**config.mk**
```make
export PLATFORM = sky130hd
export DESIGN_NAME = lsb_stego_bmp_deframer_core
export DESIGN_NICKNAME = d
export VERILOG_FILES = /design/src/rtl/lsbd_pkg.sv /design/src/rtl/lsb_stego_bmp_deframer_core.sv /design/src/rtl/lsbd_cfg_regs.sv /design/src/rtl/lsbd_step.sv
export SDC_FILE = /design/constraint.sdc
export NUM_CORES = 1
export LEC_CHECK = 0
export ABC_AREA = 1
export ABC_CLOCK_PERIOD_IN_PS = 6100
export BUFFER_PORTS_ARGS = -buffer_cell sky130_fd_sc_hd__buf_2
export CAP_MARGIN = 20
export CORE_AREA = 2 2 188 190
export CTS_BUF_LIST = sky130_fd_sc_hd__clkbuf_16
export CTS_CLUSTER_SIZE = 14
export DETAILED_ROUTE_END_ITERATION = 12
export DIE_AREA = 0 0 190 192
export SLEW_MARGIN = 20
export SYNTH_ARGS = -nofsm -noshare
export SYNTH_HDL_FRONTEND = slang
export SYNTH_SLANG_ARGS = --single-unit
export TNS_END_PERCENT = 50
```
**constraint.sdc**
```tcl
create_clock -name clk -period 6.1 [get_ports clk]
set_input_delay 1.22 -clock clk [delete_from_list [all_inputs] [get_ports clk]]
set_output_delay 1.22 -clock clk [all_outputs]
set_load 0.005 [all_outputs]
```
**src/rtl/lsbd_pkg.sv**
```systemverilog
// Shared types and constants for the LSB stego image deframer.
package lsbd_pkg;

    localparam int unsigned CFG_INDEX_W = 2;

    localparam logic [CFG_INDEX_W-1:0] CFG_HEADER_BYTES = 2'd0;
    localparam logic [CFG_INDEX_W-1:0] CFG_MAGIC_LENGTH = 2'd1;
    localparam logic [CFG_INDEX_W-1:0] CFG_MAGIC_VALUE  = 2'd2;

    localparam logic [9:0]  HEADER_BYTES_RST = 10'd54;
    localparam logic [3:0]  MAGIC_LENGTH_RST = 4'd2;
    localparam logic [63:0] MAGIC_VALUE_RST  = 64'd10787;

    localparam logic [3:0] MAGIC_MAX = 4'd8;
    localparam logic [5:0] CHAR_BITS = 6'd8;
    localparam logic [5:0] WORD_BITS = 6'd32;

    localparam logic [2:0] KIND_EXTLEN  = 3'd0;
    localparam logic [2:0] KIND_EXTCHAR = 3'd1;
    localparam logic [2:0] KIND_PAYLEN  = 3'd2;
    localparam logic [2:0] KIND_PAYBYTE = 3'd3;
    localparam logic [2:0] KIND_ERROR   = 3'd4;

    typedef enum logic [2:0] {
        PH_HEADER  = 3'd0,
        PH_MAGIC   = 3'd1,
        PH_EXTLEN  = 3'd2,
        PH_EXTCHAR = 3'd3,
        PH_PAYLEN  = 3'd4,
        PH_PAYLOAD = 3'd5,
        PH_DONE    = 3'd6
    } lsbd_phase_t;

    typedef struct packed {
        logic [7:0] image_byte;
        logic       start_req;
    } lsbd_in_t;

    typedef struct packed {
        logic [2:0]         kind;
        logic signed [31:0] value;
        logic               last;
    } lsbd_out_t;

    typedef struct packed {
        logic [9:0]  header_bytes;
        logic [3:0]  magic_length;
        logic [63:0] magic_value;
    } lsbd_cfg_t;

    typedef struct packed {
        lsbd_phase_t phase;
        logic [9:0]  header_count;
        logic [4:0]  bit_count;
        logic [31:0] bit_shift;
        logic [3:0]  magic_index;
        logic [31:0] remaining_count;
    } lsbd_state_t;

    localparam lsbd_state_t STATE_CLEAR = '{
        phase:           PH_HEADER,
        header_count:    10'd0,
        bit_count:       5'd0,
        bit_shift:       32'd0,
        magic_index:     4'd0,
        remaining_count: 32'd0
    };

endpackage

```
**src/rtl/lsb_stego_bmp_deframer_core.sv**
```systemverilog
// Top level of the LSB stego image deframer: input stage, parse state and result register.
// A byte is captured in the input register and parsed by the combinational step logic;
// its result, if any, is written to the result register that drives out_data.
// Throughput: one image byte per cycle, set by the single-pass parse logic between
// the input register and the result register; a waiting result stalls the input stage.
// Reset: parse state returns to header skip with all counters and the bit shifter
// cleared, registers return to 54 header bytes, 2 magic characters, magic 10787.
module lsb_stego_bmp_deframer_core
    import lsbd_pkg::*;
(
    input  logic                   clk,
    input  logic                   rst_n,
    input  logic                   in_valid,
    output logic                   in_ready,
    input  lsbd_in_t               in_data,
    output logic                   out_valid,
    input  logic                   out_ready,
    output lsbd_out_t              out_data,
    input  logic                   cfg_valid,
    output logic                   cfg_ready,
    input  logic [CFG_INDEX_W-1:0] cfg_index,
    input  logic [63:0]            cfg_data
);

    lsbd_cfg_t   cfg;
    lsbd_state_t state_reg;
    lsbd_state_t state_next;
    lsbd_in_t    in_item_reg;
    logic        in_valid_reg;
    lsbd_out_t   out_item_reg;
    logic        out_valid_reg;
    logic        emit;
    lsbd_out_t   result;
    logic        fire;

    lsbd_cfg_regs u_cfg (
        .clk       (clk),
        .rst_n     (rst_n),
        .cfg_valid (cfg_valid),
        .cfg_ready (cfg_ready),
        .cfg_index (cfg_index),
        .cfg_data  (cfg_data),
        .cfg       (cfg)
    );

    lsbd_step u_step (
        .cfg        (cfg),
        .state      (state_reg),
        .item       (in_item_reg),
        .state_next (state_next),
        .emit       (emit),
        .result     (result)
    );

    // Parse the held request once the result slot is free or being drained.
    assign fire      = in_valid_reg && (!out_valid_reg || out_ready);
    assign in_ready  = !in_valid_reg || fire;
    assign out_valid = out_valid_reg;
    assign out_data  = out_item_reg;

    always_ff @(posedge clk or negedge rst_n)
    begin
        if (!rst_n)
        begin
            in_valid_reg  <= 1'b0;
            out_valid_reg <= 1'b0;
            state_reg     <= STATE_CLEAR;
        end
        else
        begin
            if (in_valid && in_ready)
            begin
                in_valid_reg <= 1'b1;
            end
            else if (fire)
            begin
                in_valid_reg <= 1'b0;
            end

            if (fire)
            begin
                state_reg     <= state_next;
                out_valid_reg <= emit;
            end
            else if (out_ready)
            begin
                out_valid_reg <= 1'b0;
            end
        end
    end

    always_ff @(posedge clk)
    begin
        if (in_valid && in_ready)
        begin
            in_item_reg <= in_data;
        end
        if (fire && emit)
        begin
            out_item_reg <= result;
        end
    end

    a_hold_input: assert property (@(posedge clk) disable iff (!rst_n)
        in_valid_reg && !fire |=> in_valid_reg)
        else $error("held input request lost while stalled");

    a_error_last: assert property (@(posedge clk) disable iff (!rst_n)
        out_valid_reg && out_item_reg.kind == KIND_ERROR |-> out_item_reg.last)
        else $error("magic error result without last");

    a_done_silent: assert property (@(posedge clk) disable iff (!rst_n)
        fire && state_reg.phase == PH_DONE && !in_item_reg.start_req |=> !out_valid_reg)
        else $error("result produced after end of image");

    a_magic_bound: assert property (@(posedge clk) disable iff (!rst_n)
        state_reg.magic_index <= MAGIC_MAX)
        else $error("magic index ran past eight characters");

endmodule

```
**src/rtl/lsbd_cfg_regs.sv**
```systemverilog
// Configuration register file: header length, magic length and magic characters.
module lsbd_cfg_regs
    import lsbd_pkg::*;
(
    input  logic                   clk,
    input  logic                   rst_n,
    input  logic                   cfg_valid,
    output logic                   cfg_ready,
    input  logic [CFG_INDEX_W-1:0] cfg_index,
    input  logic [63:0]            cfg_data,
    output lsbd_cfg_t              cfg
);

    lsbd_cfg_t cfg_reg;

    assign cfg_ready = 1'b1;
    assign cfg       = cfg_reg;

    always_ff @(posedge clk or negedge rst_n)
    begin
        if (!rst_n)
        begin
            cfg_reg.header_bytes <= HEADER_BYTES_RST;
            cfg_reg.magic_length <= MAGIC_LENGTH_RST;
            cfg_reg.magic_value  <= MAGIC_VALUE_RST;
        end
        else if (cfg_valid && cfg_ready)
        begin
            case (cfg_index)
                CFG_HEADER_BYTES: cfg_reg.header_bytes <= cfg_data[9:0];
                CFG_MAGIC_LENGTH: cfg_reg.magic_length <= cfg_data[3:0];
                CFG_MAGIC_VALUE:  cfg_reg.magic_value  <= cfg_data;
                default:          ; // drop writes past the register list
            endcase
        end
    end

endmodule

```
**src/rtl/lsbd_step.sv**
```systemverilog
// Per-byte parse logic: next parse state and the result for one image byte.
module lsbd_step
    import lsbd_pkg::*;
(
    input  lsbd_cfg_t   cfg,
    input  lsbd_state_t state,
    input  lsbd_in_t    item,
    output lsbd_state_t state_next,
    output logic        emit,
    output lsbd_out_t   result
);

    always_comb
    begin
        lsbd_state_t s;
        lsbd_phase_t ph;
        logic        go;
        logic [3:0]  magic_eff;
        logic [31:0] shift_n;
        logic [5:0]  cnt_n;
        logic [5:0]  need;
        logic [7:0]  want;
        logic [3:0]  mi_n;
        logic [31:0] rc_n;
        logic        positive;

        s          = item.start_req ? STATE_CLEAR : state;
        state_next = s;
        emit       = 1'b0;
        result     = '0;
        go         = 1'b1;
        ph         = s.phase;

        magic_eff = (cfg.magic_length > MAGIC_MAX) ? MAGIC_MAX : cfg.magic_length;
        shift_n   = {s.bit_shift[30:0], item.image_byte[0]};
        cnt_n     = {1'b0, s.bit_count} + 6'd1;
        want      = cfg.magic_value[{s.magic_index[2:0], 3'b000} +: 8];
        mi_n      = s.magic_index + 4'd1;
        rc_n      = s.remaining_count - 32'd1;
        positive  = (shift_n != 32'd0) && !shift_n[31];

        if (ph == PH_HEADER)
        begin
            if (s.header_count < cfg.header_bytes)
            begin
                state_next.header_count = s.header_count + 10'd1;
                go = 1'b0;
            end
            else
            begin
                ph = PH_MAGIC;
            end
        end
        if (ph == PH_MAGIC && s.magic_index >= magic_eff)
        begin
            ph = PH_EXTLEN;
        end

        need = (ph == PH_EXTLEN || ph == PH_PAYLEN) ? WORD_BITS : CHAR_BITS;

        if (go)
        begin
            state_next.phase = ph;
        end

        if (go && ph != PH_DONE)
        begin
            state_next.bit_shift = shift_n;
            if (cnt_n < need)
            begin
                state_next.bit_count = cnt_n[4:0];
            end
            else
            begin
                state_next.bit_count = 5'd0;
                case (ph)
                    PH_MAGIC:
                    begin
                        if (shift_n[7:0] != want)
                        begin
                            state_next.phase = PH_DONE;
                            emit         = 1'b1;
                            result.kind  = KIND_ERROR;
                            result.value = '0;
                            result.last  = 1'b1;
                        end
                        else
                        begin
                            state_next.magic_index = mi_n;
                            if (mi_n >= magic_eff)
                            begin
                                state_next.phase = PH_EXTLEN;
                            end
                        end
                    end
                    PH_EXTLEN:
                    begin
                        if (positive)
                        begin
                            state_next.remaining_count = shift_n;
                            state_next.phase           = PH_EXTCHAR;
                        end
                        else
                        begin
                            state_next.remaining_count = 32'd0;
                            state_next.phase           = PH_PAYLEN;
                        end
                        emit         = 1'b1;
                        result.kind  = KIND_EXTLEN;
                        result.value = shift_n;
                        result.last  = 1'b0;
                    end
                    PH_EXTCHAR:
                    begin
                        state_next.remaining_count = rc_n;
                        if (rc_n == 32'd0)
                        begin
                            state_next.phase = PH_PAYLEN;
                        end
                        emit         = 1'b1;
                        result.kind  = KIND_EXTCHAR;
                        result.value = {24'd0, shift_n[7:0]};
                        result.last  = 1'b0;
                    end
                    PH_PAYLEN:
                    begin
                        if (positive)
                        begin
                            state_next.remaining_count = shift_n;
                            state_next.phase           = PH_PAYLOAD;
                        end
                        else
                        begin
                            state_next.remaining_count = 32'd0;
                            state_next.phase           = PH_DONE;
                        end
                        emit         = 1'b1;
                        result.kind  = KIND_PAYLEN;
                        result.value = shift_n;
                        result.last  = !positive;
                    end
                    PH_PAYLOAD:
                    begin
                        state_next.remaining_count = rc_n;
                        if (rc_n == 32'd0)
                        begin
                            state_next.phase = PH_DONE;
                        end
                        emit         = 1'b1;
                        result.kind  = KIND_PAYBYTE;
                        result.value = {24'd0, shift_n[7:0]};
                        result.last  = (rc_n == 32'd0);
                    end
                    default:
                    begin
                        emit = 1'b0;
                    end
                endcase
            end
        end
    end

endmodule
```
# [Word-level counts from Yosys, hierarchy flattened]
# Cells that the tools add are included.
[totals] ff_bits=203 latch_bits=0 ram_bits=0 romBits=0 in_bits=80 output_inout_bits=39 elab_cells=100 mem_count=0
[classes] n_addsub=4 mul=0 n_div=0 n_lt_le_gt_ge=5 n_eq_ne=10 shifts=1 mux=37 bitwise=1 n_reduce_logical=26
[ops] op="$pmux 36 s5" count=1
[ops] op="$mux 86" count=1
[ops] op="$mux 73" count=1
[ops] op="$mux 36" count=2
[ops] op="$pmux 32 s2" count=1
[ops] op="$shiftx 64x7->8" count=1
[ops] op="$mux 3" count=11
[ops] op="$logic_not 32->1" count=1
[ops] op="$mux 32" count=1
[ops] op="$reduce_bool 32->1" count=1
[ops] op="$sub 32x1->32 const B" count=1
[ops] op="$mux 10" count=2
[ops] op="$pmux 3 s5" count=1
[ops] op="$mux 4" count=3
[ops] op="$add 10x1->10 const B" count=1
[ops] op="$lt 10x10->1" count=1
[ops] op="$mux 1" count=9
[ops] op="$ge 4x4->1" count=2
[ops] op="$ne 8x8->1" count=1
[ops] op="$add 5x1->6 const B" count=1
[ops] op="$eq 3x1->1 const B" count=2
[ops] op="$eq 3x2->1 const B" count=2
[ops] op="$eq 3x3->1 const B" count=2
[ops] op="$logic_and 1x1->1" count=6
[ops] op="19 further kinds" count=29

# [Longest topological paths before layout]
# Gate-level depths: netlist (run 1).
[logic_depth] ltp_word=14 mapped_depth=28 depth_no_buf=23

# [By module]
# Synthesis (run 1) repeated with hierarchy kept, for this count alone.
[unflattened] cells_unflattened=1864 hier_area_um2=13290.2
[modules_own_cells] module="lsbd_step" n_inst=1 cells_each=1084 area_per_inst_um2=5044.8 seq_area_each_um2=0.0
[modules_own_cells] module="lsb_stego_bmp_deframer_core" n_inst=1 cells_each=430 area_per_inst_um2=4843.4 seq_area_each_um2=3553.4
[modules_own_cells] module="lsbd_cfg_regs" n_inst=1 cells_each=350 area_per_inst_um2=3402.0 seq_area_each_um2=1965.6

# [Worst setup path after synthesis (run 1)]
# Ideal clock, no wire load.
[synth_timing] path_type="register to register" startpoint="reg in_item_reg[0] in the netlist's numbering" endpoint="reg out_item_reg, in the netlist out_data[0], enable pin" setup_time_ns=0.429 arrival_time_ns=4.508 t_required_ns=5.671 slack_ns=1.163 stages_incl_launch_ff=28 path_buffers=5 period_less_slack_ns=4.937 cell_sequence="edfxtp_1 > buf_6 > inv_4 > buf_6 > buf_6 > buf_2 > buf_2 > nand2_1 > inv_1 > ha_1 > inv_1 > nand2_1 > nand2_1 > o21ai_1 > nand2_1 > nand2_2 > nand2_1 > nand2_1 > nand3_2 > nand2_1 > inv_1 > ha_1 > nand2_1 > nand2_4 > nand2_2 > nor2_1 > inv_1 > nor2_1"
[synth_between] elab_chain_cells=14 elab_cells_between_ends=30 cone_classes="add/sub: 1; order compare: 3; eq/ne: 8; shift: 1; mux: 11; reduce/logical: 6"
[synth_lines] element="start, declared" line_no="lsb_stego_bmp_deframer_core.sv:28" rtl="lsbd_in_t in_item_reg;"
[synth_lines] element="start signal, assigned" line_no="lsb_stego_bmp_deframer_core.sv:96" rtl="in_item_reg <= in_data;"
[synth_lines] element="$mux 86 *" line_no="lsbd_step.sv:27" rtl="s = item.start_req ? STATE_CLEAR : state;"
[synth_lines] element="$lt 10x10->1" line_no="lsbd_step.sv:44" rtl="if (s.header_count < cfg.header_bytes)"
[synth_lines] element="$mux 3" line_no="lsbd_step.sv:44"
[synth_lines] element="$mux 3" line_no="lsbd_step.sv:42" rtl="if (ph == PH_HEADER)"
[synth_lines] element="$eq 3x1->1" line_no="lsbd_step.sv:54" rtl="if (ph == PH_MAGIC && s.magic_index >= magic_eff)"
[synth_lines] element="$logic_and 1x1->1" line_no="lsbd_step.sv:54"
[synth_lines] element="$mux 3" line_no="lsbd_step.sv:54"
[synth_lines] element="$eq 3x2->1 or $eq 3x3->1 (tied branches)" line_no="lsbd_step.sv:59, lsbd_step.sv:76"
[synth_lines] element="$logic_or 1x1->1" line_no="lsbd_step.sv:59" rtl="need = (ph == PH_EXTLEN || ph == PH_PAYLEN) ? WORD_BITS : CHAR_BITS;"
[synth_lines] element="$mux 6" line_no="lsbd_step.sv:59"
[synth_lines] element="$lt 6x6->1" line_no="lsbd_step.sv:69" rtl="if (cnt_n < need)"
[synth_lines] element="$mux 1" line_no="lsbd_step.sv:69"
[synth_lines] element="$mux 1 *" line_no="lsbd_step.sv:66" rtl="if (go && ph != PH_DONE)"
[synth_lines] element="$logic_and 1x1->1 *" line_no="lsb_stego_bmp_deframer_core.sv:98" rtl="if (fire && emit)"
[synth_lines] element="end signal, assigned" line_no="lsb_stego_bmp_deframer_core.sv:100" rtl="out_item_reg <= result;"
[synth_lines] element="end, declared" line_no="lsb_stego_bmp_deframer_core.sv:30" rtl="lsbd_out_t out_item_reg;"
# Mark *: on every way between the ends. The rest lies on a longest branch, timed or not. The select of a mux whose other input is x is not followed.
# A chain may end at the register's enable or synchronous reset.

# [Worst setup path after layout (run 1)]
[layout_timing] startpoint="reg in_item_reg[0] in the netlist's numbering" endpoint="reg out_item_reg, in the netlist out_data[24], enable pin"
# Same word-level chain as after synthesis.

==> results of run 1 <==
-- stage by stage --
stage,hold WS [ns],util,power [W],std cells
2_1_floorplan,0.4494,-,0.003554,1540
6_report,0.4869,0.3928,0.005500,2092
4_1_cts,0.4892,0.3921,0.005510,2090
3_3_place_gp,0.4625,0.3714,0.004131,2048
5_1_grt,0.5083,0.3927,0.005928,2091
3_5_place_dp,0.4743,0.3714,0.004170,2048
-- metal layers --
layer  track usage  up-vias  part of all wire
li1              -     5194                 -
met1        0.2470     4801              0.47
met2        0.2901      269              0.45
met3       0.03070       56             0.054
met4       0.04353       10             0.023
met5             0        -            0.0017
-- logic make-up after synthesis --
group,count (synthesis),share of synthesized area
simple gates,730,0.2587
flops,203,0.4454
other cells,1,0.0003161
buf+inv,242,0.08501
xor+xnor,26,0.01920
fa+ha+maj,21,0.02215
mux,52,0.04936
compound gates,265,0.1198
-- cell type report --
class	count	area (um2)	share of cell area
repair buffers	123	666.9	0.04952
clock buffers	24	600.6	0.04460
multi-input cells	1095	5583	0.4146
well taps	455	569.3	0.04227
flip-flops and latches	203	5284	0.3924
inverters	173	651.9	0.04841
clock inverters	18	108.9	0.008083
diodes	1	2.502	0.0001858
-- critical path: cells and delay by family, from the launching register on --
family,cells,cell delay (ns)
buffers and inverters,7,1.65
flip-flops,1,0.42
adder cells (fa/ha/maj),2,0.52
AO/OA/AOI/OAI,1,0.09
AND/OR/NAND/NOR,12,1.45
-- final timing paths --
kind                                            from                         end  slack (ns)  cells past startpoint
max reg2reg                 in_item_reg[0]$_DFFE_PP_  out_data[24]$_SDFFCE_PP0P_        1.57                     22
min reg2reg                state_reg[55]$_DFFE_PN0P_   state_reg[55]$_DFFE_PN0P_        0.49                      2
max                         in_item_reg[0]$_DFFE_PP_  out_data[24]$_SDFFCE_PP0P_        1.57                     22
max in group asynchronous                      rst_n   u_cfg.cfg[44]$_DFFE_PN0P_        4.33                      2
min                        state_reg[55]$_DFFE_PN0P_   state_reg[55]$_DFFE_PN0P_        0.49                      2
min in group asynchronous                      rst_n   state_reg[66]$_DFFE_PN0P_        0.58                      1
-- power by group through the flow --
stage | logic, W | clock network (W) | registers (W)
after global placement | 0.00220 | 0 | 0.00193
after CTS | 0.00224 | 0.00135 | 0.00192
after floorplan | 0.00167 | 0 | 0.00188
after detailed placement | 0.00223 | 0 | 0.00194
final | 0.00226 | 0.00132 | 0.00192
after global routing | 0.00257 | 0.00140 | 0.00196
-- placed cells by master, fill, tap and decap left out, types with 16 or more instances in the layout --
master and instances:
sky130_fd_sc_hd__a21oi_1 66, sky130_fd_sc_hd__xor2_1 16, sky130_fd_sc_hd__dfrtp_1 154, sky130_fd_sc_hd__nand4_1 22
sky130_fd_sc_hd__nand2_1 394, sky130_fd_sc_hd__o21ai_0 131, sky130_fd_sc_hd__inv_1 168, sky130_fd_sc_hd__o22ai_1 25
sky130_fd_sc_hd__mux2_2 52, sky130_fd_sc_hd__nor2_1 167, sky130_fd_sc_hd__o21ai_1 17, sky130_fd_sc_hd__edfxtp_1 38
sky130_fd_sc_hd__nand3_1 98, sky130_fd_sc_hd__ha_1 21, sky130_fd_sc_hd__nand2_2 21, sky130_fd_sc_hd__buf_2 109
sky130_fd_sc_hd__clkbuf_16 24
==> PnR_summary.wiki, run 1 <==
{| class="wikitable"
! Metric !! Value
|-
| Max-cap check violation count || 0
|-
| Part of the Yosys area used for sequential elements || 0.4454
|-
| Maximum vdd drop || 0.2748 mV
|-
| Final critical delay including setup and external delays || 4.528 ns
|-
| Setup Viol. Count Final || 0
|-
| Setup WS post-layout || 1.572 ns
|-
| Worst slew margin relative to its limit || 0.4153
|-
| Resize count post-CTS || 0
|-
| DRC violations left || 0
|-
| Final Wtd Congestion || 0.8994
|-
| Element type at the critical path start || flip-flop
|-
| Number of design-rule violations left by the first detailed-router iteration || 667
|-
| Endpoint kind of the worst setup timing path || flip-flop
|-
| Flop and latch count out of synthesis || 203
|-
| Area growth syn-to-layout || 13.52%
|-
| Max FO, Critical Path || 28
|-
| Required time of the critical path || 6.29 ns
|-
| Cell with the largest stage delay on the worst path || sky130_fd_sc_hd__inv_1
|-
| Post-synth EDFFs || 38
|-
| Synth Instances || 1540
|-
| Layout Cell Area excl Fill || 13470 um2
|-
| CTS root buf || sky130_fd_sc_hd__clkbuf_16
|-
| Sw power || 0.002343 W
|-
| TritonCTS clock tree || built
|-
| Number of rows in the core area || 68
|-
| Peak clock frequency supported by timing || 0.2209 GHz
|-
| First-pass GRT wire length || 52240 um
|-
| Power density over the cells || 408.4 nW/um2
|-
| Count of H-tree levels built during CTS || 1
|-
| Total cell area at the placement stage || 12730 um2
|-
| Relative contribution of sequential cells to total power || 0.349
|-
| Cell accounting for the most synthesized area || sky130_fd_sc_hd__dfrtp_1
|-
| Commonest cells in the synthesized netlist || sky130_fd_sc_hd__nand2_1 (396), sky130_fd_sc_hd__nor2_1 (168), sky130_fd_sc_hd__inv_1 (167), sky130_fd_sc_hd__dfrtp_1 (154), sky130_fd_sc_hd__o21ai_0 (131)
|-
| Total track usage || 0.1784
|-
| Number of unique standard cell types used by synthesis || 41
|-
| Count of nets left with antenna violations after detail routing || 0
|-
| Count of port buffers added during placement || 110
|-
| Number of clock sinks seen by CTS || 203
|-
| Post-detailed-routing wire length || 32290 um
|-
| Combinational group share of total power || 0.411
|-
| Final layout net count || 1720
|-
| Startpoint-to-endpoint class of the critical path || flip-flop to flip-flop
|-
| Clock Power Share || 0.240
|-
| Number of global-route vias before repair || 9779
|-
| Count of fill cells added during filler insertion || 3561
|-
| Initial Util || 0.3460
|-
| Largest stage delay on the critical path || 0.47 ns
|-
| Cells along the critical path || inv_4, nand2_1, buf_4, inv_1, ha_1, o211ai_1, nand3_1, nand2_1, inv_1, nand2_1, nand2_1, nand3_2, nand2_1, inv_1, ha_1, nand2_1, nand2_4, nand2_2, nor2_1, inv_1, nor2_4, buf_4
|-
| Critical path's most frequent cell || sky130_fd_sc_hd__nand2_1
|-
| Fraction of synthesized cell area taken by the top area cell type || 0.3249
|-
| Vias per inst || 4.938
|-
| Outcome || complete, no violations
|-
| HP Class || flip-flop to flip-flop
|-
| Top area cells in the synthesized netlist || sky130_fd_sc_hd__dfrtp_1 (32%), sky130_fd_sc_hd__nand2_1 (13%), sky130_fd_sc_hd__edfxtp_1 (9.6%)
|-
| Final sum of negative setup slack || 0 ns
|-
| Register clock-pin slew on the reported worst setup and hold paths || 0.06 ns
|-
| Clock Path Buffers || 3
|-
| Primary flip-flop cell chosen by synthesis mapping || sky130_fd_sc_hd__dfrtp_1
|-
| Internal power consumption || 0.003157 W
|-
| Sw frac || 0.4261
|-
| Final Max Tran Viols || 0
|-
| Flip-flop count of the largest register after layout || 85
|-
| Die outline width || 190 um
|-
| Router iterations before antenna repair || 5
|-
| Final period utilization || 0.7423
|-
| FFs w/ async S/R, synth || 0.8128
|-
| Skew final || 0.009285 ns
|-
| Vertical die dimension || 192 um
|-
| Post-Syn Nets || 1641
|-
| Number of failing hold endpoints at the final stage || 0
|-
| Arrival time reported for the critical path endpoint || 4.71 ns
|-
| Transition at the pin with the smallest max-transition slack || 0.8739 ns
|-
| Pre-CTS setup slack || 1.493 ns
|-
| Post-DP HPWL || 22840 um
|-
| Static leakage || 6.505 nW
|-
| Synthesized area per cell || 7.703 um2
|-
| RSZ-0062 raised after global routing || no
|-
| Number of antenna violations at the first check in global routing || 7
|-
| Total CTS buffers || 23
|-
| Overall via count from detail_route || 10330
|-
| Largest net degree at the start of global routing || 70
|-
| Number of top-level pins || 119
|-
| Later-pin clock latency in the skew report || 0.53 ns
|-
| Setup Buffers After CTS || 0
|-
| Post-synthesis cell area || 11860 um2
|-
| Hold-fix buffers at CTS || 0
|-
| Residual overflow from global routing || 0
|-
| Layout cells sized above 1 || 0.1669
|-
| Routed len/inst || 15.43 um
|-
| Die Area || 36480 um2
|-
| Most numerous cell in the Yosys netlist || sky130_fd_sc_hd__nand2_1
|-
| Warnings, synthesis || 0
|-
| Area of the core || 34290 um2
|}
(Power assumes the default switching activity.)
==> run 2, diff against run 1 <==
--- a/config.mk
+++ b/config.mk
@@ -5,15 +5,15 @@
 export SDC_FILE = /design/constraint.sdc
 export NUM_CORES = 1
 export LEC_CHECK = 0
-export ABC_AREA = 1
-export ABC_CLOCK_PERIOD_IN_PS = 6100
+export ABC_AREA = 0
+export ABC_CLOCK_PERIOD_IN_PS = 3810
 export BUFFER_PORTS_ARGS = -buffer_cell sky130_fd_sc_hd__buf_2
 export CAP_MARGIN = 20
-export CORE_AREA = 2 2 188 190
+export CORE_AREA = 2 2 183 185
 export CTS_BUF_LIST = sky130_fd_sc_hd__clkbuf_16
 export CTS_CLUSTER_SIZE = 14
 export DETAILED_ROUTE_END_ITERATION = 12
-export DIE_AREA = 0 0 190 192
+export DIE_AREA = 0 0 185 187
 export SLEW_MARGIN = 20
 export SYNTH_ARGS = -nofsm -noshare
 export SYNTH_HDL_FRONTEND = slang
==> constraint.sdc (replaced) <==
create_clock -name clk -period 3.81 [get_ports clk]
set_input_delay 0.762 -clock clk [delete_from_list [all_inputs] [get_ports clk]]
set_output_delay 0.762 -clock clk [all_outputs]
set_load 0.005 [all_outputs]
==> PnR_summary.wiki, run 2 <==
{| class="wikitable"
! Metric !! Value
|-
| Most common cell after layout, fill and taps aside || sky130_fd_sc_hd__dfrtp_1 (was sky130_fd_sc_hd__nand2_1)
|-
| Sw power || 0.002309 W (was 0.002343 W)
|-
| Arrival time reported for the critical path endpoint || 4.06 ns (was 4.71 ns)
|-
| Clock Path Buffers || 3 (unchanged)
|-
| Minimum setup slack among reg-to-reg paths || 0.17 ns (was 1.57 ns)
|-
| DRC violations left || 0 (unchanged)
|-
| Primary flip-flop cell chosen by synthesis mapping || sky130_fd_sc_hd__dfrtp_1 (unchanged)
|-
| Top area cells in the synthesized netlist || sky130_fd_sc_hd__dfrtp_1 (34%), sky130_fd_sc_hd__edfxtp_1 (10%), sky130_fd_sc_hd__mux2_2 (7.5%) (was sky130_fd_sc_hd__dfrtp_1 (32%), sky130_fd_sc_hd__nand2_1 (13%), sky130_fd_sc_hd__edfxtp_1 (9.6%))
|-
| Layout cells sized above 1 || 0.2859 (was 0.1669)
|-
| Later-pin clock latency in the skew report || 0.54 ns (was 0.53 ns)
|-
| Number of rows in the core area || 67 (was 68)
|-
| Die outline width || 185 um (was 190 um)
|-
| Total track usage || 0.1879 (was 0.1784)
|-
| CTS root buf || sky130_fd_sc_hd__clkbuf_16 (unchanged)
|-
| Uppermost layer routed || met5 (unchanged)
|-
| Most numerous cell in the Yosys netlist || sky130_fd_sc_hd__dfrtp_1 (was sky130_fd_sc_hd__nand2_1)
|-
| Die Area || 34600 um2 (was 36480 um2)
|-
| Element type at the critical path start || flip-flop (unchanged)
|-
| Skew final || 0.02330 ns (was 0.009285 ns)
|-
| Launch point of the worst reg-to-reg path || in_item_reg[0]$_DFFE_PP_ (unchanged)
|-
| Worst slew margin relative to its limit || 0.3569 (was 0.4153)
|-
| Peak clock frequency supported by timing || 0.2747 GHz (was 0.2209 GHz)
|-
| Endpoint of the lowest-slack register-to-register path || state_reg[30]$_DFFE_PN0P_ (was out_data[24]$_SDFFCE_PP0P_)
|-
| Commonest non-fill, non-tap cells in the layout || sky130_fd_sc_hd__dfrtp_1 (154), sky130_fd_sc_hd__buf_2 (109), sky130_fd_sc_hd__nand2_1 (102) (was sky130_fd_sc_hd__nand2_1 (394), sky130_fd_sc_hd__inv_1 (168), sky130_fd_sc_hd__nor2_1 (167))
|-
| Transition at the pin with the smallest max-transition slack || 0.9647 ns (was 0.8739 ns)
|-
| Cell accounting for the most synthesized area || sky130_fd_sc_hd__dfrtp_1 (unchanged)
|-
| Count of port buffers added during placement || 110 (unchanged)
|-
| Detailed route wirelength on metal3 || 2095 um (was 1730 um)
|-
| Combinational group share of total power || 0.266 (was 0.411)
|-
| Warnings, synthesis || 0 (unchanged)
|-
| Setup Viol. Count Final || 0 (unchanged)
|-
| Sw frac || 0.3246 (was 0.4261)
|-
| Number of global-route vias before repair || 9142 (was 9779)
|-
| Count of nets left with antenna violations after detail routing || 0 (unchanged)
|-
| Number of failing hold endpoints at the final stage || 0 (unchanged)
|-
| Post-synth EDFFs || 38 (unchanged)
|-
| Final core occ || 0.4173 (was 0.3928)
|-
| Endpoint kind of the worst setup timing path || flip-flop (unchanged)
|-
| Met1 WL || 14200 um (was 15140 um)
|-
| Relative contribution of sequential cells to total power || 0.378 (was 0.349)
|-
| Cell with the largest stage delay on the worst path || sky130_fd_sc_hd__a2111oi_2 (was sky130_fd_sc_hd__inv_1)
|-
| Setup Buffers After CTS || 0 (unchanged)
|-
| Final period utilization || 0.9553 (was 0.7423)
|-
| Post-synthesis cell area || 11290 um2 (was 11860 um2)
|-
| Count of H-tree levels built during CTS || 1 (unchanged)
|-
| Synth Instances || 1109 (was 1540)
|-
| First-pass GRT wire length || 51650 um (was 52240 um)
|-
| Total CTS buffers || 24 (was 23)
|-
| Register clock-pin slew on the reported worst setup and hold paths || 0.06 ns (about the same)
|-
| Power density over the cells || 518.7 nW/um2 (was 408.4 nW/um2)
|-
| Clock Power Share || 0.355 (was 0.240)
|-
| Cells along the critical path || buf_12, nor2b_1, ha_1, nand4_1, or3b_1, o31a_1, a21o_4, and2_4, ha_4, nor2_4, buf_4, a31o_4, a2111oi_2, o221ai_1, a21boi_1 (was inv_4, nand2_1, buf_4, inv_1, ha_1, o211ai_1, nand3_1, nand2_1, inv_1, nand2_1, nand2_1, nand3_2, nand2_1, inv_1, ha_1, nand2_1, nand2_4, nand2_2, nor2_1, inv_1, nor2_4, buf_4)
|-
| Outcome || complete, no violations (unchanged)
|-
| Largest stage delay on the critical path || 0.48 ns (was 0.47 ns)
|-
| Internal power consumption || 0.004805 W (was 0.003157 W)
|-
| Final critical delay including setup and external delays || 3.640 ns (was 4.528 ns)
|-
| Final layout net count || 1328 (was 1720)
|-
| Pre-CTS setup slack || -0.06927 ns (was 1.493 ns)
|-
| Number of top-level pins || 119 (unchanged)
|-
| Vias per inst || 5.494 (was 4.938)
|-
| RSZ-0062 raised after global routing || no (unchanged)
|-
| Number of design-rule violations left by the first detailed-router iteration || 821 (was 667)
|-
| Setup WS post-layout || 0.1703 ns (was 1.572 ns)
|-
| Count of fill cells added during filler insertion || 3274 (was 3561)
|-
| Router iterations before antenna repair || 5 (unchanged)
|-
| Post-detailed-routing wire length || 32360 um (was 32290 um)
|-
| Startpoint-to-endpoint class of the critical path || flip-flop to flip-flop (unchanged)
|-
| R2R cell count || 15 (was 22)
|-
| Max-cap check violation count || 0 (unchanged)
|-
| Residual overflow from global routing || 0 (unchanged)
|-
| Largest net degree at the start of global routing || 72 (was 70)
|-
| Area of the core || 32860 um2 (was 34290 um2)
|-
| TritonCTS clock tree || built (unchanged)
|-
| Number of antenna violations at the first check in global routing || 3 (was 7)
|-
| Area growth syn-to-layout || 21.45% (was 13.52%)
|-
| Commonest cells in the synthesized netlist || sky130_fd_sc_hd__dfrtp_1 (154), sky130_fd_sc_hd__nand2_1 (103), sky130_fd_sc_hd__mux2_2 (75), sky130_fd_sc_hd__o21ai_0 (64), sky130_fd_sc_hd__nor2_1 (63) (was sky130_fd_sc_hd__nand2_1 (396), sky130_fd_sc_hd__nor2_1 (168), sky130_fd_sc_hd__inv_1 (167), sky130_fd_sc_hd__dfrtp_1 (154), sky130_fd_sc_hd__o21ai_0 (131))
|-
| Fraction of synthesized cell area taken by the top area cell type || 0.3413 (was 0.3249)
|-
| HP Class || primary input to asynchronous set/reset pin (was flip-flop to flip-flop)
|-
| Vertical die dimension || 187 um (was 192 um)
|-
| Synthesized area per cell || 10.18 um2 (was 7.703 um2)
|-
| Part of the Yosys area used for sequential elements || 0.4680 (was 0.4454)
|-
| Final Wtd Congestion || 0.8948 (was 0.8994)
|-
| Max FO, Critical Path || 17 (was 28)
|-
| Routed len/inst || 19.09 um (was 15.43 um)
|-
| Overall via count from detail_route || 9312 (was 10330)
|-
| Post-Syn Nets || 1210 (was 1641)
|-
| Maximum vdd drop || 0.3372 mV (was 0.2748 mV)
|-
| Number of clock sinks seen by CTS || 203 (unchanged)
|-
| Post-DP HPWL || 22590 um (was 22840 um)
|-
| Initial Util || 0.3436 (was 0.3460)
|-
| Required time of the critical path || 4.23 ns (was 6.29 ns)
|-
| Flop and latch count out of synthesis || 203 (unchanged)
|-
| Static leakage || 5.726 nW (was 6.505 nW)
|-
| Flip-flop count of the largest register after layout || 85 (unchanged)
|-
| FFs w/ async S/R, synth || 0.8128 (unchanged)
|-
| Routed wire length on met2 || 14980 um (was 14610 um)
|-
| Final Max Tran Viols || 0 (unchanged)
|-
| Number of unique standard cell types used by synthesis || 82 (was 41)
|}
[run 2: changes by cell type after synthesis, sizes merged, moves of 19 or more]
cell,before,now
a22oi,2,43
and3,0,23
clkbuf,39,60
inv,171,29
mux2,52,75
nand2,417,105
nand3,100,20
nor2,181,63
nor3,7,26
nor4,1,24
o21ai,154,65
o2bb2ai,0,21
[run 2: cell type report]
| cell class | count | area [um2] | share of cell area |
|---|---|---|---|
| multi-input cells | 799 | 5808 | 0.4235 |
| flip-flops and latches | 203 | 5284 | 0.3853 |
| repair buffers | 169 | 1075 | 0.07838 |
| clock buffers | 24 | 600.6 | 0.04380 |
| well taps | 448 | 560.5 | 0.04088 |
| clock inverters | 20 | 264.0 | 0.01925 |
| inverters | 30 | 116.4 | 0.008485 |
| diodes | 2 | 5.005 | 0.0003650 |
[run 2: timing repair]
item,CTS,global route
pin swaps,1,1
hold buffers,0,0
gates resized for setup,1,5
endpoints found under the setup margin,37,40
gates cloned,1,0
hold endpoints to repair,0,0
[run 2: metal layers]
metal | global-route usage | up-vias
met3 | 0.03290 | 62
met5 | 0 | -
li1 | - | 4375
met1 | 0.2557 | 4552
met2 | 0.3011 | 321
met4 | 0.06593 | 2
[run 2: cells by family after synthesis]
family / Yosys count / synth area share
adder cells (fa/ha/maj): 21 / 0.02327
AND/OR/NAND/NOR: 365 / 0.1695
flip-flops: 203 / 0.4680
multiplexers: 90 / 0.09696
AO/OA/AOI/OAI: 288 / 0.1770
other: 1 / 0.0003321
buffers and inverters: 108 / 0.03934
XOR/XNOR: 33 / 0.02560
[run 2: worst max-delay path by stage]
stage,start,to,cells past startpoint
finish,in_item_reg[0]$_DFFE_PP_,state_reg[30]$_DFFE_PN0P_,15
global route,in_item_reg[0]$_DFFE_PP_,state_reg[30]$_DFFE_PN0P_,17
CTS,in_item_reg[0]$_DFFE_PP_,out_data[5]$_SDFFCE_PP0P_,13
detailed placement,in_item_reg[0]$_DFFE_PP_,out_data[24]$_SDFFCE_PP0P_,13
global placement,in_item_reg[0]$_DFFE_PP_,state_reg[30]$_DFFE_PN0P_,15
floorplan,in_item_reg[0]$_DFFE_PP_,out_data[0]$_SDFFCE_PP0P_,18
[run 2: metrics by stage]
stage	hold slack [ns]	total power (W)	setup TNS (ns)	area [um2]	instances
detailed placement	0.4899	0.004588	-2.429	12810	1648
global route	0.2809	0.007460	0	13710	1693
floorplan	0.4664	0.003937	-31.37	11580	1109
finish	0.2270	0.007113	0	13710	1695
CTS	0.2612	0.007147	0	13690	1693
global placement	0.4828	0.004558	-0.2531	12810	1648
[run 2: power by group through the flow]
stage / clock [W] / sequential [W] / combinational [W]
floorplan: 0 / 0.00260 / 0.00134
global placement: 0 / 0.00272 / 0.00184
detailed placement: 0 / 0.00273 / 0.00186
CTS: 0.00257 / 0.00269 / 0.00188
global route: 0.00267 / 0.00272 / 0.00207
finish: 0.00253 / 0.00269 / 0.00190
[run 2: worst max-delay path, delay by kind of cell (launching register included)]
kind | cells | cell delay (ns)
buffers and inverters | 2 | 0.30
AOI/OAI and AO/OA | 6 | 1.56
and+or+nand+nor | 5 | 0.74
adders and majority gates | 2 | 0.56
DFF | 1 | 0.37
